[src/scld_pkg.sv]
package scld_pkg;

    localparam logic [7:0] CHAR_NUL   = 8'h00;
    localparam logic [7:0] CHAR_TAB   = 8'h09;
    localparam logic [7:0] CHAR_LF    = 8'h0A;
    localparam logic [7:0] CHAR_VT    = 8'h0B;
    localparam logic [7:0] CHAR_FF    = 8'h0C;
    localparam logic [7:0] CHAR_CR    = 8'h0D;
    localparam logic [7:0] CHAR_SPACE = 8'h20;
    localparam logic [7:0] CHAR_PLUS  = 8'h2B;
    localparam logic [7:0] CHAR_MINUS = 8'h2D;
    localparam logic [7:0] CHAR_ZERO  = 8'h30;
    localparam logic [7:0] CHAR_NINE  = 8'h39;
    localparam logic [7:0] CHAR_COLON = 8'h3A;

    // Command prefixes in ASCII, first character in the upper byte.
    localparam logic [55:0] CMD_TM   = "SET_TM=";
    localparam logic [71:0] CMD_TIME = 72'h53_45_54_5F_54_49_4D_45_3D;
    localparam int TM_LEN        = 7;
    localparam int TIME_LEN      = 9;
    localparam int TIME_TEXT_LEN = 8;

    localparam logic [5:0] PERIOD_MIN = 6'd2;
    localparam logic [5:0] PERIOD_MAX = 6'd60;
    localparam logic [6:0] HOUR_MAX   = 7'd23;
    localparam logic [6:0] MINSEC_MAX = 7'd59;

    localparam logic [2:0] ST_PERIOD_SET = 3'd0;
    localparam logic [2:0] ST_PERIOD_ERR = 3'd1;
    localparam logic [2:0] ST_TIME_SET   = 3'd2;
    localparam logic [2:0] ST_TIME_FMT   = 3'd3;
    localparam logic [2:0] ST_TIME_RANGE = 3'd4;
    localparam logic [2:0] ST_UNKNOWN    = 3'd5;

    localparam int QUEUE_DEPTH = 4;
    localparam int QPTR_W      = 2;
    localparam int QCNT_W      = 3;

    typedef struct packed {
        logic       term;
        logic [7:0] ch;
    } q_item_t;

    typedef struct packed {
        logic    valid;
        q_item_t item;
    } q_push_t;

    // Packed so that status sits in the lowest bits.
    typedef struct packed {
        logic [5:0] seconds;
        logic [5:0] minutes;
        logic [4:0] hours;
        logic [5:0] period_seconds;
        logic [2:0] status;
    } result_t;

    typedef struct packed {
        logic       reject;
        logic [6:0] value;
    } pair_num_t;

    typedef enum logic [1:0] {BK_IDLE, BK_WALK, BK_FINISH} back_state_t;
    typedef enum logic [1:0] {NUM_SKIP, NUM_DIGIT, NUM_END} num_state_t;

    function automatic logic is_blank(input logic [7:0] c);
        return c == CHAR_SPACE || c == CHAR_TAB || c == CHAR_LF || c == CHAR_VT ||
               c == CHAR_FF || c == CHAR_CR;
    endfunction

    function automatic logic is_digit(input logic [7:0] c);
        return c >= CHAR_ZERO && c <= CHAR_NINE;
    endfunction

    function automatic logic is_sign(input logic [7:0] c);
        return c == CHAR_PLUS || c == CHAR_MINUS;
    endfunction

    function automatic logic [7:0] cmd_tm_char(input logic [2:0] i);
        logic [55:0] sh;
        sh = CMD_TM << {i, 3'b000};
        return sh[55:48];
    endfunction

    function automatic logic [7:0] cmd_time_char(input logic [3:0] i);
        logic [71:0] sh;
        sh = CMD_TIME << {i, 3'b000};
        return sh[71:64];
    endfunction

    // A time field is two characters followed by a colon or the line end, so
    // the whole number parse reduces to these two characters.
    function automatic pair_num_t pair_number(input logic [7:0] c0, input logic [7:0] c1);
        pair_num_t r;
        r = '0;
        priority if (is_blank(c0)) begin
            if (is_digit(c1)) r.value = {3'b000, c1[3:0]};
        end else if (is_sign(c0)) begin
            if (is_digit(c1)) begin
                r.value  = {3'b000, c1[3:0]};
                r.reject = (c0 == CHAR_MINUS) && (c1[3:0] != 4'd0);
            end
        end else if (is_digit(c0)) begin
            if (is_digit(c1)) begin
                r.value = 7'({3'b000, c0[3:0]} * 7'd10 + {3'b000, c1[3:0]});
            end else begin
                r.value = {3'b000, c0[3:0]};
            end
        end else begin
            r.value = '0;
        end
        return r;
    endfunction

endpackage

[src/scld_front.sv]
module scld_front (
    input  logic             aclk,
    input  logic             aresetn,
    input  logic             s_tvalid,
    output logic             s_tready,
    input  logic [7:0]       s_tdata,
    output scld_pkg::q_push_t q_push,
    input  logic             q_ready
);
    import scld_pkg::*;

    logic    vld_reg, vld_next;
    q_item_t item_reg;

    assign s_tready = !vld_reg || q_ready;

    always_comb begin
        if (s_tvalid && s_tready) begin
            vld_next = 1'b1;
        end else begin
            vld_next = vld_reg && !q_ready;
        end
    end

    always_ff @(posedge aclk) begin
        if (!aresetn) begin
            vld_reg <= 1'b0;
        end else begin
            vld_reg <= vld_next;
        end
    end

    // Line terminators are tagged here so the back end never compares bytes twice.
    always_ff @(posedge aclk) begin
        if (s_tvalid && s_tready) begin
            item_reg.ch   <= s_tdata;
            item_reg.term <= (s_tdata == CHAR_CR) || (s_tdata == CHAR_LF);
        end
    end

    assign q_push.valid = vld_reg;
    assign q_push.item  = item_reg;

endmodule

[src/scld_queue.sv]
module scld_queue (
    input  logic              aclk,
    input  logic              aresetn,
    input  scld_pkg::q_push_t push,
    output logic              push_ready,
    output logic              pop_valid,
    output scld_pkg::q_item_t pop_item,
    input  logic              pop_en
);
    import scld_pkg::*;

    q_item_t           entries [QUEUE_DEPTH];
    logic [QPTR_W-1:0] wr_ptr_reg, wr_ptr_next;
    logic [QPTR_W-1:0] rd_ptr_reg, rd_ptr_next;
    logic [QCNT_W-1:0] cnt_reg, cnt_next;
    logic              do_push, do_pop;

    assign push_ready = cnt_reg != QCNT_W'(QUEUE_DEPTH);
    assign pop_valid  = cnt_reg != '0;
    assign pop_item   = entries[rd_ptr_reg];
    assign do_push    = push.valid && push_ready;
    assign do_pop     = pop_en && pop_valid;

    always_comb begin
        wr_ptr_next = do_push ? wr_ptr_reg + 1'b1 : wr_ptr_reg;
        rd_ptr_next = do_pop ? rd_ptr_reg + 1'b1 : rd_ptr_reg;
        cnt_next    = cnt_reg + QCNT_W'(do_push) - QCNT_W'(do_pop);
    end

    always_ff @(posedge aclk) begin
        if (!aresetn) begin
            wr_ptr_reg <= '0;
            rd_ptr_reg <= '0;
            cnt_reg    <= '0;
        end else begin
            wr_ptr_reg <= wr_ptr_next;
            rd_ptr_reg <= rd_ptr_next;
            cnt_reg    <= cnt_next;
        end
    end

    always_ff @(posedge aclk) begin
        if (do_push) begin
            entries[wr_ptr_reg] <= push.item;
        end
    end

endmodule

[src/scld_back.sv]
module scld_back #(
    parameter int LINE_BYTES = 32
) (
    input  logic              aclk,
    input  logic              aresetn,
    input  logic              pop_valid,
    input  scld_pkg::q_item_t pop_item,
    output logic              pop_en,
    output logic              out_valid,
    input  logic              out_ready,
    output scld_pkg::result_t out_result
);
    import scld_pkg::*;

    localparam int AW = $clog2(LINE_BYTES);
    localparam logic [AW-1:0] FILL_MAX  = AW'(LINE_BYTES - 1);
    localparam logic [AW-1:0] TM_POS    = AW'(TM_LEN);
    localparam logic [AW-1:0] TIME_POS  = AW'(TIME_LEN);
    localparam logic [AW-1:0] TIME_LINE = AW'(TIME_LEN + TIME_TEXT_LEN);
    localparam logic [AW-1:0] POS_H0    = AW'(TIME_LEN);
    localparam logic [AW-1:0] POS_H1    = AW'(TIME_LEN + 1);
    localparam logic [AW-1:0] POS_C0    = AW'(TIME_LEN + 2);
    localparam logic [AW-1:0] POS_M0    = AW'(TIME_LEN + 3);
    localparam logic [AW-1:0] POS_M1    = AW'(TIME_LEN + 4);
    localparam logic [AW-1:0] POS_C1    = AW'(TIME_LEN + 5);
    localparam logic [AW-1:0] POS_S0    = AW'(TIME_LEN + 6);
    localparam logic [AW-1:0] POS_S1    = AW'(TIME_LEN + 7);

    logic [7:0] line_mem [LINE_BYTES];

    back_state_t state_reg, state_next;
    logic [AW-1:0] fill_reg, fill_next;
    logic [AW-1:0] issue_reg, issue_next;
    logic [AW-1:0] pos_reg;
    logic [AW-1:0] len_reg, len_next;
    logic          dv_reg;
    logic [7:0]    rd_data_reg;

    logic       tm_match_reg, tm_match_next;
    logic       time_match_reg, time_match_next;
    num_state_t num_st_reg, num_st_next;
    logic       num_neg_reg, num_neg_next;
    logic       num_big_reg, num_big_next;
    logic [5:0] num_val_reg, num_val_next;
    logic [7:0] tb_reg [6];
    logic [7:0] tb_next [6];
    logic       col0_reg, col0_next;
    logic       col1_reg, col1_next;

    logic    out_vld_reg, out_vld_next;
    result_t out_reg, res;

    logic walk_start, mem_we, iss_on, proc_byte, walk_done, load_out;
    logic [9:0] prod;
    pair_num_t h_num, m_num, s_num;
    logic tm_cmd, time_cmd;

    // Next state.
    always_comb begin
        state_next = state_reg;
        unique case (state_reg)
            BK_IDLE: begin
                if (pop_valid && pop_item.term && fill_reg != '0) state_next = BK_WALK;
            end
            BK_WALK: begin
                if (walk_done) state_next = BK_FINISH;
            end
            BK_FINISH: begin
                if (len_reg == '0 || !out_vld_reg || out_ready) state_next = BK_IDLE;
            end
            default: state_next = BK_IDLE;
        endcase
    end

    // Control outputs of the sequencer.
    always_comb begin
        pop_en     = (state_reg == BK_IDLE) && pop_valid;
        walk_start = pop_en && pop_item.term && fill_reg != '0;
        mem_we     = pop_en && !pop_item.term && fill_reg != FILL_MAX;
        iss_on     = (state_reg == BK_WALK) && issue_reg != fill_reg;
        proc_byte  = (state_reg == BK_WALK) && dv_reg && rd_data_reg != CHAR_NUL;
        walk_done  = (state_reg == BK_WALK) && dv_reg &&
                     (rd_data_reg == CHAR_NUL || pos_reg == fill_reg - 1'b1);
        load_out   = (state_reg == BK_FINISH) && len_reg != '0 &&
                     (!out_vld_reg || out_ready);
    end

    // Line bookkeeping and the per-byte parser.
    always_comb begin
        fill_next       = fill_reg;
        issue_next      = issue_reg;
        len_next        = len_reg;
        tm_match_next   = tm_match_reg;
        time_match_next = time_match_reg;
        num_st_next     = num_st_reg;
        num_neg_next    = num_neg_reg;
        num_big_next    = num_big_reg;
        num_val_next    = num_val_reg;
        tb_next         = tb_reg;
        col0_next       = col0_reg;
        col1_next       = col1_reg;
        prod            = 10'(num_val_reg) * 10'd10 + 10'(rd_data_reg[3:0]);

        if (mem_we) fill_next = fill_reg + 1'b1;
        if (state_reg == BK_FINISH && state_next == BK_IDLE) fill_next = '0;
        if (iss_on) issue_next = issue_reg + 1'b1;
        if (walk_done) len_next = (rd_data_reg == CHAR_NUL) ? pos_reg : fill_reg;

        if (walk_start) begin
            issue_next      = '0;
            tm_match_next   = 1'b1;
            time_match_next = 1'b1;
            num_st_next     = NUM_SKIP;
            num_neg_next    = 1'b0;
            num_big_next    = 1'b0;
            num_val_next    = '0;
            col0_next       = 1'b0;
            col1_next       = 1'b0;
        end

        if (proc_byte) begin
            if (pos_reg < TM_POS) begin
                tm_match_next = tm_match_reg && (rd_data_reg == cmd_tm_char(pos_reg[2:0]));
            end
            if (pos_reg < TIME_POS) begin
                time_match_next = time_match_reg &&
                                  (rd_data_reg == cmd_time_char(pos_reg[3:0]));
            end
            if (pos_reg == POS_H0) tb_next[0] = rd_data_reg;
            if (pos_reg == POS_H1) tb_next[1] = rd_data_reg;
            if (pos_reg == POS_M0) tb_next[2] = rd_data_reg;
            if (pos_reg == POS_M1) tb_next[3] = rd_data_reg;
            if (pos_reg == POS_S0) tb_next[4] = rd_data_reg;
            if (pos_reg == POS_S1) tb_next[5] = rd_data_reg;
            if (pos_reg == POS_C0) col0_next = rd_data_reg == CHAR_COLON;
            if (pos_reg == POS_C1) col1_next = rd_data_reg == CHAR_COLON;

            // Period number: any value above the top of the range is kept only as a flag.
            if (pos_reg >= TM_POS) begin
                unique case (num_st_reg)
                    NUM_SKIP: begin
                        priority if (is_blank(rd_data_reg)) begin
                            num_st_next = NUM_SKIP;
                        end else if (is_sign(rd_data_reg)) begin
                            num_st_next  = NUM_DIGIT;
                            num_neg_next = rd_data_reg == CHAR_MINUS;
                        end else if (is_digit(rd_data_reg)) begin
                            num_st_next = NUM_DIGIT;
                            if (prod > 10'(PERIOD_MAX)) num_big_next = 1'b1;
                            else num_val_next = prod[5:0];
                        end else begin
                            num_st_next = NUM_END;
                        end
                    end
                    NUM_DIGIT: begin
                        if (is_digit(rd_data_reg)) begin
                            if (!num_big_reg) begin
                                if (prod > 10'(PERIOD_MAX)) num_big_next = 1'b1;
                                else num_val_next = prod[5:0];
                            end
                        end else begin
                            num_st_next = NUM_END;
                        end
                    end
                    NUM_END: num_st_next = NUM_END;
                    default: num_st_next = NUM_END;
                endcase
            end
        end
    end

    // Line decision.
    always_comb begin
        res      = '0;
        h_num    = pair_number(tb_reg[0], tb_reg[1]);
        m_num    = pair_number(tb_reg[2], tb_reg[3]);
        s_num    = pair_number(tb_reg[4], tb_reg[5]);
        tm_cmd   = tm_match_reg && len_reg >= TM_POS;
        time_cmd = time_match_reg && len_reg >= TIME_POS;
        priority if (tm_cmd) begin
            if (!num_neg_reg && !num_big_reg && num_val_reg >= PERIOD_MIN &&
                num_val_reg <= PERIOD_MAX) begin
                res.status         = ST_PERIOD_SET;
                res.period_seconds = num_val_reg;
            end else begin
                res.status = ST_PERIOD_ERR;
            end
        end else if (time_cmd) begin
            if (len_reg != TIME_LINE || !col0_reg || !col1_reg) begin
                res.status = ST_TIME_FMT;
            end else if (h_num.reject || m_num.reject || s_num.reject ||
                         h_num.value > HOUR_MAX || m_num.value > MINSEC_MAX ||
                         s_num.value > MINSEC_MAX) begin
                res.status = ST_TIME_RANGE;
            end else begin
                res.status  = ST_TIME_SET;
                res.hours   = h_num.value[4:0];
                res.minutes = m_num.value[5:0];
                res.seconds = s_num.value[5:0];
            end
        end else begin
            res.status = ST_UNKNOWN;
        end
    end

    always_comb begin
        if (load_out) begin
            out_vld_next = 1'b1;
        end else begin
            out_vld_next = out_vld_reg && !out_ready;
        end
    end

    always_ff @(posedge aclk) begin
        if (!aresetn) begin
            state_reg   <= BK_IDLE;
            fill_reg    <= '0;
            issue_reg   <= '0;
            dv_reg      <= 1'b0;
            out_vld_reg <= 1'b0;
        end else begin
            state_reg   <= state_next;
            fill_reg    <= fill_next;
            issue_reg   <= issue_next;
            dv_reg      <= iss_on;
            out_vld_reg <= out_vld_next;
        end
    end

    always_ff @(posedge aclk) begin
        pos_reg        <= issue_reg;
        len_reg        <= len_next;
        tm_match_reg   <= tm_match_next;
        time_match_reg <= time_match_next;
        num_st_reg     <= num_st_next;
        num_neg_reg    <= num_neg_next;
        num_big_reg    <= num_big_next;
        num_val_reg    <= num_val_next;
        tb_reg         <= tb_next;
        col0_reg       <= col0_next;
        col1_reg       <= col1_next;
        if (load_out) out_reg <= res;
    end

    always_ff @(posedge aclk) begin
        if (mem_we) line_mem[fill_reg] <= pop_item.ch;
        if (iss_on) rd_data_reg <= line_mem[issue_reg];
    end

    assign out_valid  = out_vld_reg;
    assign out_result = out_reg;

endmodule

[src/serial_command_line_decoder.sv]
// Decodes text commands arriving one character per transaction on the s_ channel.
// Characters are collected in a line buffer of LINE_BYTES-1 bytes; extra ones are
// dropped. CR or LF closes the line and yields at most one result on the m_ channel
// (nothing for an empty line): SET_TM=n sets a 2..60 s period, the time command
// sets a time of day; the status field tells which command and whether it was accepted.
// The input stage and a four-entry queue take one character per cycle, so the
// sender is only held off while the queue is full.
// Ordinary characters leave the queue at one per cycle while the back end is idle.
// A terminator starts a walk of the buffer through one memory read port, one byte
// per cycle; the result is registered after the walk, and characters keep queuing.
// The result sits in an output register. If m_tready stays low, the result is
// held and the next finished line waits behind it, then the queue fills and
// s_tready drops. Reset empties the line buffer, queue and output register.
module serial_command_line_decoder #(
    parameter int LINE_BYTES = 32
) (
    input  logic        aclk,
    input  logic        aresetn,
    input  logic        s_tvalid,
    output logic        s_tready,
    input  logic [7:0]  s_tdata,   // [7:0] rx_char
    output logic        m_tvalid,
    input  logic        m_tready,
    output logic [31:0] m_tdata    // [2:0] status, [8:3] period_seconds, [13:9] hours,
                                   // [19:14] minutes, [25:20] seconds, [31:26] zero
);
    import scld_pkg::*;

    q_push_t push;
    logic    push_ready;
    logic    pop_valid;
    q_item_t pop_item;
    logic    pop_en;
    result_t result;

    scld_front u_front (
        .aclk     (aclk),
        .aresetn  (aresetn),
        .s_tvalid (s_tvalid),
        .s_tready (s_tready),
        .s_tdata  (s_tdata),
        .q_push   (push),
        .q_ready  (push_ready)
    );

    scld_queue u_queue (
        .aclk       (aclk),
        .aresetn    (aresetn),
        .push       (push),
        .push_ready (push_ready),
        .pop_valid  (pop_valid),
        .pop_item   (pop_item),
        .pop_en     (pop_en)
    );

    scld_back #(
        .LINE_BYTES (LINE_BYTES)
    ) u_back (
        .aclk       (aclk),
        .aresetn    (aresetn),
        .pop_valid  (pop_valid),
        .pop_item   (pop_item),
        .pop_en     (pop_en),
        .out_valid  (m_tvalid),
        .out_ready  (m_tready),
        .out_result (result)
    );

    assign m_tdata = {6'b000000, result};

endmodule

[config.mk]
export PLATFORM = sky130hd
export DESIGN_NAME = serial_command_line_decoder
export DESIGN_NICKNAME = d
export VERILOG_FILES = /design/src/scld_pkg.sv /design/src/scld_front.sv /design/src/scld_queue.sv /design/src/scld_back.sv /design/src/serial_command_line_decoder.sv
export SDC_FILE = /design/constraint.sdc
export NUM_CORES = 1
export LEC_CHECK = 0
export BUFFER_PORTS_ARGS = -buffer_cell sky130_fd_sc_hd__buf_4
export CAP_MARGIN = 15
export CORE_MARGIN = 2
export CORE_UTILIZATION = 45
export DETAILED_ROUTE_END_ITERATION = 7
export MAX_ROUTING_LAYER = met4
export PLACE_DENSITY = 0.57
export SLEW_MARGIN = 25
export SYNTH_ARGS = -nofsm -noshare
export SYNTH_HDL_FRONTEND = slang
export SYNTH_SLANG_ARGS = --single-unit
[constraint.sdc]
create_clock -name aclk -period 3.8 [get_ports aclk]
set_input_delay 0.19 -clock aclk [delete_from_list [all_inputs] [get_ports aclk]]
set_output_delay 0.19 -clock aclk [all_outputs]
set_load 0.01 [all_outputs]
==> flow_summary.ini, run 1 <==
[grt]
top_usage_layer = met2
track_usage_pct = 18.9
grt_pass1_wl_um = 60700
grtUsageMet2_pct = 30.4
grt.met1_usage_pct = 25.0
grt_max_degree = 70
grt_pass1_vias = 10200
grt-ovfl-total = 0
antenna_found_initial = 0
globalRouteMet3Util_pct = 3.00

[floorplanning]
fp.dieH_um = 209
ioPinCount = 46
core_sq_um = 41100
die_w_um = 209
dieArea_sq_um = 43500
fp-row-count = 74
initial_core_util_pct = 45.8

[yosys]
syn_inst = 1157
synthArstFlopShare_pct = 0
synth_top_cell_by_area = edfxtp_1
synth_top_area_share_pct = 61.9
synth_edf_count = 388
synth_area_per_cell_sq_um = 16.3
yosysWarnings = 0
synth_flop_cell = edfxtp_1
yosysSeqAreaShare_pct = 66.5
synth.distinct_cells = 82
ys_ff_latch = 431
netlist_top_cells_area = edfxtp_1, mux4_2, dfxtp_1
syn_area_sq_um = 18800

[final_layout]
final_cell_mix = edfxtp_1, mux4_2, nor2_1
seq_area_sq_um = 12500
diodes = 0
final_common_cell = edfxtp_1
multiInputGateArea_sq_um = 5950
drive_above_1_share_pct = 20.9
area_growth_pct = 14.2
largest_reg_flops = 256
fill_cells = 3420
nets = 1322

[placed_design]
dp_hpwl_um = 25100
gp_congestion = 0.851
io_buffers = 39

[clocking]
clkSinkCount = 431
cts_resized = 0
cts-root-buf = clkbuf_16
insertion_delay_ns = 0.59
postCtsSetupBuffers = 0
htree_levels = 2
path_clk_slew_ns = 0.06
cts_tree = built
cts_made_buffers = 46
clockBufferDepth = 3

[setup_path]
critPathArrivalTime_ns = 3.69
endpoint_kind = flop
crit_path_max_fanout = 6
worstSetupPathType = flop to flop
critPathBufInv = 1
critPathMaxStageDelay_ns = 0.52
crit_top_cell = ha_1
crit_path_cell_trace = ha_1 -> ha_1 -> inv_1 -> fa_1 -> and2b_1 -> a31oi_1 -> mux2_2 -> a211o_1 -> a211o_4 -> mux2_4
critPathRequiredTime_ns = 4.25
critPathSlowestCell = fa_1
cp_top_family = adder cells
critical_path.startpoint_type = flop

[sta]
fin_skew_ns = 0.0402
whs_ns = 0.333
setup_viol = 0
fmax_mhz = 308
finalCritPeriodShare_pct = 85.3
rsz0062_at_grt = false
tightestPinTransition_ns = 0.883
slew_viol_final = 0
tns_ns = 0
slew_headroom_pct = 40.9
finalHoldViolations = 0
period_needed_ns = 3.24

[routing]
drtIter0Drc = 756
antenna_left = 0
wl_um = 38800
viasPerCell = 5.52
post_drt_wl_per_cell_um = 21.3
route.detailed.drc = 0
dr.pass1.iters = 5
num_vias = 10100

[outcome]
status = finished clean

[pwr]
power_density_nw_per_um2 = 545
ir_drop_uv = 398
leakage_nw = 7.09

[job]
drv_cap = 0

[min_path]
hp-class = input port to flop
==> synthesized netlist by cell type (13+ instances only) <==
master / count
a21oi_1: 24
dfxtp_1: 43
xor2_1: 21
mux4_2: 89
nand2_1: 60
and2_1: 20
o21ai_0: 33
ha_1: 48
mux2i_1: 18
nor2b_1: 13
xnor2_1: 29
clkbuf_1: 24
nor4_1: 13
nor2_1: 83
inv_1: 35
nor3_1: 32
edfxtp_1: 388
==> where the power goes <==
group	total, W	switching [W]	internal, W	leakage, nW
clock	0.00432	0.00182	0.00250	0.716
sequential	0.00586	0.000114	0.00575	3.81
combinational	0.00153	0.00100	0.000533	2.56
==> kinds of logic after synthesis <==
kind of cell | synth area share, %
compound gates | 4.73
xor+xnor | 2.33
fa+ha+maj | 4.15
buf+inv | 2.07
flops | 66.5
mux | 12.3
other cells | 0.0199
simple gates | 7.97
==> repair_timing <==
item | CTS | global route
hold endpoints to repair | 17 | 0
setup endpoints to repair | 0 | 0
hold buffers | 11 | 0
==> worst reg2reg max path: cells and delay by family (launching register included) <==
family	cells	cell delay [ns]
and+or+nand+nor	1	0.22
buffers and inverters	1	0.05
AOI/OAI and AO/OA	3	0.89
adders and majority gates	3	0.98
muxes	2	0.65
DFF	1	0.35
==> final timing paths <==
| check | start | to | slack, ns | cells past startpoint |
|---|---|---|---|---|
| hold reg to reg | u_back.col0_reg | u_back.col0_reg | 0.49 | 2 |
| setup / recovery | u_back.num_val_reg[1] | u_back.num_val_reg[1] | 0.56 | 10 |
| setup reg to reg | u_back.num_val_reg[1] | u_back.num_val_reg[1] | 0.56 | 10 |
| hold / removal | s_tdata[3] | u_front.q_push[3] | 0.33 | 2 |
==> final cells by class <==
class / count / share of cell area (%)
multi-input combinational: 646 / 27.7
clock inverter: 21 / 0.908
clock buffer: 65 / 5.94
tap: 532 / 3.10
sequential: 431 / 58.2
inverter: 35 / 0.611
timing repair buffer: 93 / 3.55
==> metal layers <==
| metal | vias up | routed length (um) | share of wire [%] |
|---|---|---|---|
| li1 | 4717 | - | - |
| met1 | 5060 | 17100 | 44 |
| met2 | 224 | 19100 | 49 |
| met3 | 59 | 1810 | 4.7 |
| met4 | 0 | 827 | 2.1 |
| met5 | - | 0 | 0 |
==> metrics by stage <==
step / instance area (sq um) / instances / power [W] / setup slack, ns / util [%]
global route: 21500 / 1823 / 0.0122 / 0.385 / 52.3
CTS: 21500 / 1823 / 0.0119 / 0.545 / 52.3
detailed placement: 19900 / 1726 / 0.00751 / 0.564 / 48.5
global placement: 19900 / 1726 / 0.00748 / 0.599 / 48.4
floorplan: 18800 / 1162 / 0.00690 / 0.706 / -
finish: 21500 / 1823 / 0.0117 / 0.558 / 52.3
Note: power is estimated with default switching activity, not from simulation.
==> inputs of run 2 (changes only) <==
--- a/config.mk
+++ b/config.mk
@@ -9,10 +9,12 @@
 export CAP_MARGIN = 15
 export CORE_MARGIN = 2
 export CORE_UTILIZATION = 45
+export CTS_CLUSTER_DIAMETER = 50
 export DETAILED_ROUTE_END_ITERATION = 7
 export MAX_ROUTING_LAYER = met4
 export PLACE_DENSITY = 0.57
 export SLEW_MARGIN = 25
 export SYNTH_ARGS = -nofsm -noshare
 export SYNTH_HDL_FRONTEND = slang
+export SYNTH_HIERARCHICAL = 1
 export SYNTH_SLANG_ARGS = --single-unit
==> run 2 against run 1 <==
- sequential power fell by 4.4%
- clock skew fell by 0.015 ns
- count of clock-buffer cells in the layout did not move
- highest routed layer unchanged
==> flow_summary.ini, run 2 <==
[outcome]
status = finished clean

[yosys]
yosysWarnings = 6
synth_adder_area_share_pct = 4.13
yosysSeqAreaShare_pct = 66.1
synth_area_per_cell_sq_um = 16.2
synth_top_cell_by_area = edfxtp_1
synth.distinct_cells = 87
synth_compound_area_share_pct = 4.64
synth_edf_count = 388
syn_area_sq_um = 18900
yosysMostFrequentCell = edfxtp_1
syn_inst = 1168
synth_top_area_share_pct = 61.6
synth_top_family_by_area = multiplexers
synthArstFlopShare_pct = 0
synth_common_cells = edfxtp_1, nor2_1, mux4_2
ys_ff_latch = 431
synth-simple-area-share_pct = 8.31
netlist_top_cells_area = edfxtp_1, mux4_2, dfxtp_1
synthXorXnorAreaFrac_pct = 2.31
synth.mux.area_fraction_pct = 12.3
synth_flop_cell = edfxtp_1

[final_layout]
final_cell_mix = edfxtp_1, nor2_1, mux4_2
nets = 1338
final_common_cell = edfxtp_1
seq_area_sq_um = 12500
largest_reg_flops = 256
drive_above_1_share_pct = 21.6
final_util_pct = 52.1
multiInputGateArea_sq_um = 6020
fill_cells = 3347
area_growth_pct = 14.9
diodes = 0

[grt]
grt_pass1_wl_um = 60900
grt-ovfl-total = 0
antenna_found_initial = 0
grt_max_degree = 45
grt_pass1_vias = 10300
track_usage_pct = 18.9

[clocking]
clkSinkCount = 431
clockBufferDepth = 3
cts_made_buffers = 49
htree_levels = 2
cts-root-buf = clkbuf_16
cts_tree = built
insertion_delay_ns = 0.59
path_clk_slew_ns = 0.06
postCtsSetupBuffers = 0

[pwr]
ir_drop_uv = 419
leakage_nw = 7.17
power_density_nw_per_um2 = 514

[placed_design]
io_buffers = 39
dp_hpwl_um = 25100
gp_congestion = 0.880

[setup_path]
critPathRequiredTime_ns = 4.18
endpoint_kind = flop
worstSetupPathType = flop to flop
critical_path.startpoint_type = flop
critPathArrivalTime_ns = 3.78
crit_path_max_fanout = 17

[routing]
wl_um = 38900
viasPerCell = 5.50
num_vias = 10200
drtIter0Drc = 714
dr.pass1.iters = 7
route.detailed.drc = 0
antenna_left = 0
post_drt_wl_per_cell_um = 21.1

[sta]
period_needed_ns = 3.40
slew_headroom_pct = 43.7
tightestPinTransition_ns = 0.841
finalHoldViolations = 0
finalCritPeriodShare_pct = 89.4
slew_viol_final = 0
fmax_mhz = 294
rsz0062_at_grt = false
tns_ns = 0
fin_skew_ns = 0.0257
setup_viol = 0

[floorplanning]
core_sq_um = 41800
fp-row-count = 75
fp.dieH_um = 209
ioPinCount = 46
initial_core_util_pct = 45.3
dieArea_sq_um = 43700
die_w_um = 209

[min_path]
hp-class = input port to flop

[job]
drv_cap = 0
==> run 2: cell types whose count changed after synthesis, sizes merged, moves of 4 or more <==
cell	delta
nor4	-8
nor3b	+8
o211a	+4
nand2	-8
nand3	+6
a211oi	+4
o21ai	-5
nor2	+15
o2111ai	-4
nor3	-14
==> run 2: path summary, 6_finish.rpt <==
check	slack, ns	to	from	cells past startpoint
setup / recovery	0.40	u_back/out_result[18]	u_back/tb_reg[25]	10
hold / removal	0.35	u_front/q_push[4]	s_tdata[4]	2
setup reg to reg	0.40	u_back/out_result[18]	u_back/tb_reg[25]	10
hold reg to reg	0.38	u_back/pos_reg[2]	u_back/issue_reg[2]	0
==> run 2: cells by family (layout without fill, tap and decap cells) <==
group                      Yosys count  in the layout
other                                1              6
buffers and inverters               89            224
AOI/OAI and AO/OA                  124            124
muxes                              119            119
DFF                                431            431
adders and majority gates           57             57
and+or+nand+nor                    297            297
xor gates and xnor gates            50             50
==> run 2: worst max-delay path: stages, from the launching register on <==
cell      delay (ns)
edfxtp_1        0.55
ha_1            0.36
ha_1            0.23
fa_1            0.52
o211ai_1        0.10
or3_1           0.32
nand3_1         0.09
a21oi_1         0.08
a311oi_2        0.30
nand3_2         0.34
nor4_1          0.32
==> run 2: layer usage <==
layer | routed length, um | global-route usage (%) | vias up
met5 | 0 | - | -
met4 | 643 | 4.85 | 0
met3 | 1540 | 3.17 | 55
met2 | 19300 | 30.6 | 201
met1 | 17400 | 25.1 | 5139
li1 | - | - | 4757
==> run 2: cell type report <==
type	count	area share, %
Tap cell	539	3.10
Multi-Input combinational cell	653	27.7
Timing Repair Buffer	99	3.73
Sequential cell	431	57.6
Inverter	35	0.604
Clock inverter	25	1.23
Clock buffer	65	6.06
==> run 2: stage by stage <==
step	std cells	setup slack [ns]	hold slack [ns]	instance area, sq um	power [W]
floorplan	1173	0.797	0.289	18900	0.00633
global placement	1745	0.537	0.370	20000	0.00668
detailed placement	1745	0.435	0.371	20000	0.00670
CTS	1847	0.412	0.314	21700	0.0113
global route	1847	0.145	0.316	21700	0.0116
finish	1847	0.402	0.346	21700	0.0112
==> run 2: timing repair <==
action                    CTS  global route
hold buffers               12             0
resized for setup           0             0
hold endpoints to repair   23             0
==> run 2: where the power goes <==
part / leakage (nW) / switching (W) / internal (W)
Combinational: 2.60 / 0.000613 / 0.000374
Sequential: 3.80 / 0.0000828 / 0.00552
Clock: 0.765 / 0.00191 / 0.00268
==> inputs of run 3 (changes only) <==
--- a/config.mk
+++ b/config.mk
@@ -6,11 +6,12 @@
 export NUM_CORES = 1
 export LEC_CHECK = 0
 export BUFFER_PORTS_ARGS = -buffer_cell sky130_fd_sc_hd__buf_4
-export CAP_MARGIN = 15
+export CAP_MARGIN = 20
 export CORE_MARGIN = 2
 export CORE_UTILIZATION = 45
 export CTS_CLUSTER_DIAMETER = 50
 export DETAILED_ROUTE_END_ITERATION = 7
+export GPL_TIMING_DRIVEN = 0
 export MAX_ROUTING_LAYER = met4
 export PLACE_DENSITY = 0.57
 export SLEW_MARGIN = 25
==> constraint.sdc (replaced) <==
create_clock -name aclk -period 3.2 [get_ports aclk]
set_input_delay 0.16 -clock aclk [delete_from_list [all_inputs] [get_ports aclk]]
set_output_delay 0.16 -clock aclk [all_outputs]
set_load 0.01 [all_outputs]
==> run 3 against run 2 <==
- critical path depth is the same
- clock skew down 0.0094 ns
- wire length rose by 2.2%
- count of clock-buffer cells in the layout down 4
- total power is 21% higher
- first-iteration DRC count decreased by 6.2%
- worst hold slack lost 0.028 ns
- setup slack worse by 0.31 ns
- sequential power is 19% higher
- highest routed layer unchanged
==> flow_summary.ini, run 3 (synthesis gave the netlist of run 2 again) <==
[floorplanning]
initial_core_util_pct = 45.3
fp-row-count = 75
fp.dieH_um = 209
core_sq_um = 41800
ioPinCount = 46
die_w_um = 209
dieArea_sq_um = 43700

[sta]
tightestPinTransition_ns = 0.931
finalHoldViolations = 0
setup_slack_ns = 0.0930
rsz0062_at_grt = true
setup_viol = 0
slew_viol_final = 0
fmax_mhz = 322
period_needed_ns = 3.11
fin_skew_ns = 0.0163
finalCritPeriodShare_pct = 97.1
slew_headroom_pct = 37.9

[clocking]
cts_made_buffers = 50
insertion_delay_ns = 0.57
path_clk_slew_ns = 0.06
htree_levels = 2
clkSinkCount = 431
cts-root-buf = clkbuf_16
cts_tree = built
clockBufferDepth = 3

[final_layout]
drive_above_1_share_pct = 24.7
final_cell_mix = edfxtp_1, mux4_2, nor2_1
area_growth_pct = 17.2
diodes = 0
fill_cells = 3378
largest_reg_flops = 256
stdcell_count = 1882
final_common_cell = edfxtp_1
nets = 1371

[grt]
grt_pass1_wl_um = 62000
antenna_found_initial = 0
track_usage_pct = 19.3
grt_pass1_vias = 10600
grt_max_degree = 33
grt-ovfl-total = 0

[setup_path]
critical_path.startpoint_type = flop
rr_worst_depth = 10
critPathArrivalTime_ns = 3.42
endpoint_kind = flop
crit_path_max_fanout = 10
critPathRequiredTime_ns = 3.51
worstSetupPathType = flop to flop

[outcome]
status = finished clean

[pwr]
ir_drop_uv = 511
leakage_nw = 7.26
power_density_nw_per_um2 = 612

[routing]
antenna_left = 0
num_vias = 10400
wl_um = 39700
dr.pass1.iters = 5
post_drt_wl_per_cell_um = 21.1
drtIter0Drc = 670
viasPerCell = 5.52
route.detailed.drc = 0

[placed_design]
io_buffers = 39
gp_congestion = 0.851
dp_hpwl_um = 26500
dp_slack_ns = -0.335
place_inst = 1754

[min_path]
hp-class = input port to flop
hold_path_depth = 2

[job]
drv_cap = 0
run 3: where the power goes:
| group | switching [W] | leakage, nW | internal (W) |
|---|---|---|---|
| logic | 0.000778 | 2.65 | 0.000446 |
| registers | 0.0000839 | 3.80 | 0.00655 |
| clock network | 0.00225 | 0.808 | 0.00344 |
| total | 0.00311 | 7.26 | 0.0104 |
run 3: path summary, 6_finish.rpt:
check	startpoint	endpoint	slack, ns
min	s_tdata[3]	u_front/q_push[3]	0.32
min reg2reg	u_back/issue_reg[4]	u_back/pos_reg[4]	0.36
max reg2reg	u_back/tb_reg[9]	u_back/out_result[15]	0.09
max	u_back/tb_reg[9]	u_back/out_result[15]	0.09
run 3: layer usage:
layer	global-route usage, %	vias up	share of wire (%)
met3	3.07	66	4.2
met4	6.33	0	2.5
li1	-	4829	-
met5	-	-	0
met2	31.2	228	49
met1	25.1	5260	44
run 3: cell type report:
type / count / area, sq um / area share, %
Clock inverter: 32 / 369 / 1.67
Buffer: 54 / 285 / 1.29
Sequential cell: 431 / 12500 / 56.4
Clock buffer: 61 / 1310 / 5.93
Inverter: 35 / 131 / 0.593
Tap cell: 539 / 674 / 3.04
Timing Repair Buffer: 77 / 653 / 2.95
Multi-Input combinational cell: 653 / 6230 / 28.1
run 3: worst max-delay path, cell delays in order (launching register included):
cell	delay, ns
edfxtp_1	0.44
ha_1	0.32
ha_1	0.21
fa_2	0.46
or3_1	0.37
a211oi_2	0.28
o2111a_1	0.28
a311oi_2	0.07
nand3_2	0.16
buf_4	0.20
nor2_1	0.06
run 3: per-stage QoR:
step,setup TNS [ns],cell area (sq um),total power [W],hold WS [ns],utilization (%)
CTS,0,22000,0.0137,0.276,52.6
floorplan,0,18900,0.00752,0.259,-
detailed placement,-61.06,20000,0.00795,0.343,47.9
global placement,-81.12,19900,0.00791,0.337,47.7
global route,-0.552,22200,0.0141,0.295,53.1
finish,0,22200,0.0136,0.317,53.1
run 3: repair_timing:
action | 4_1_cts | 5_1_grt
endpoints found under the setup margin | 267 | 79
endpoints found under the hold margin | 14 | 0
buffers inserted | 7 | 16
resized for setup | 38 | 9
hold buffers | 12 | 0
cloned | 0 | 0
pin swaps | 4 | 7
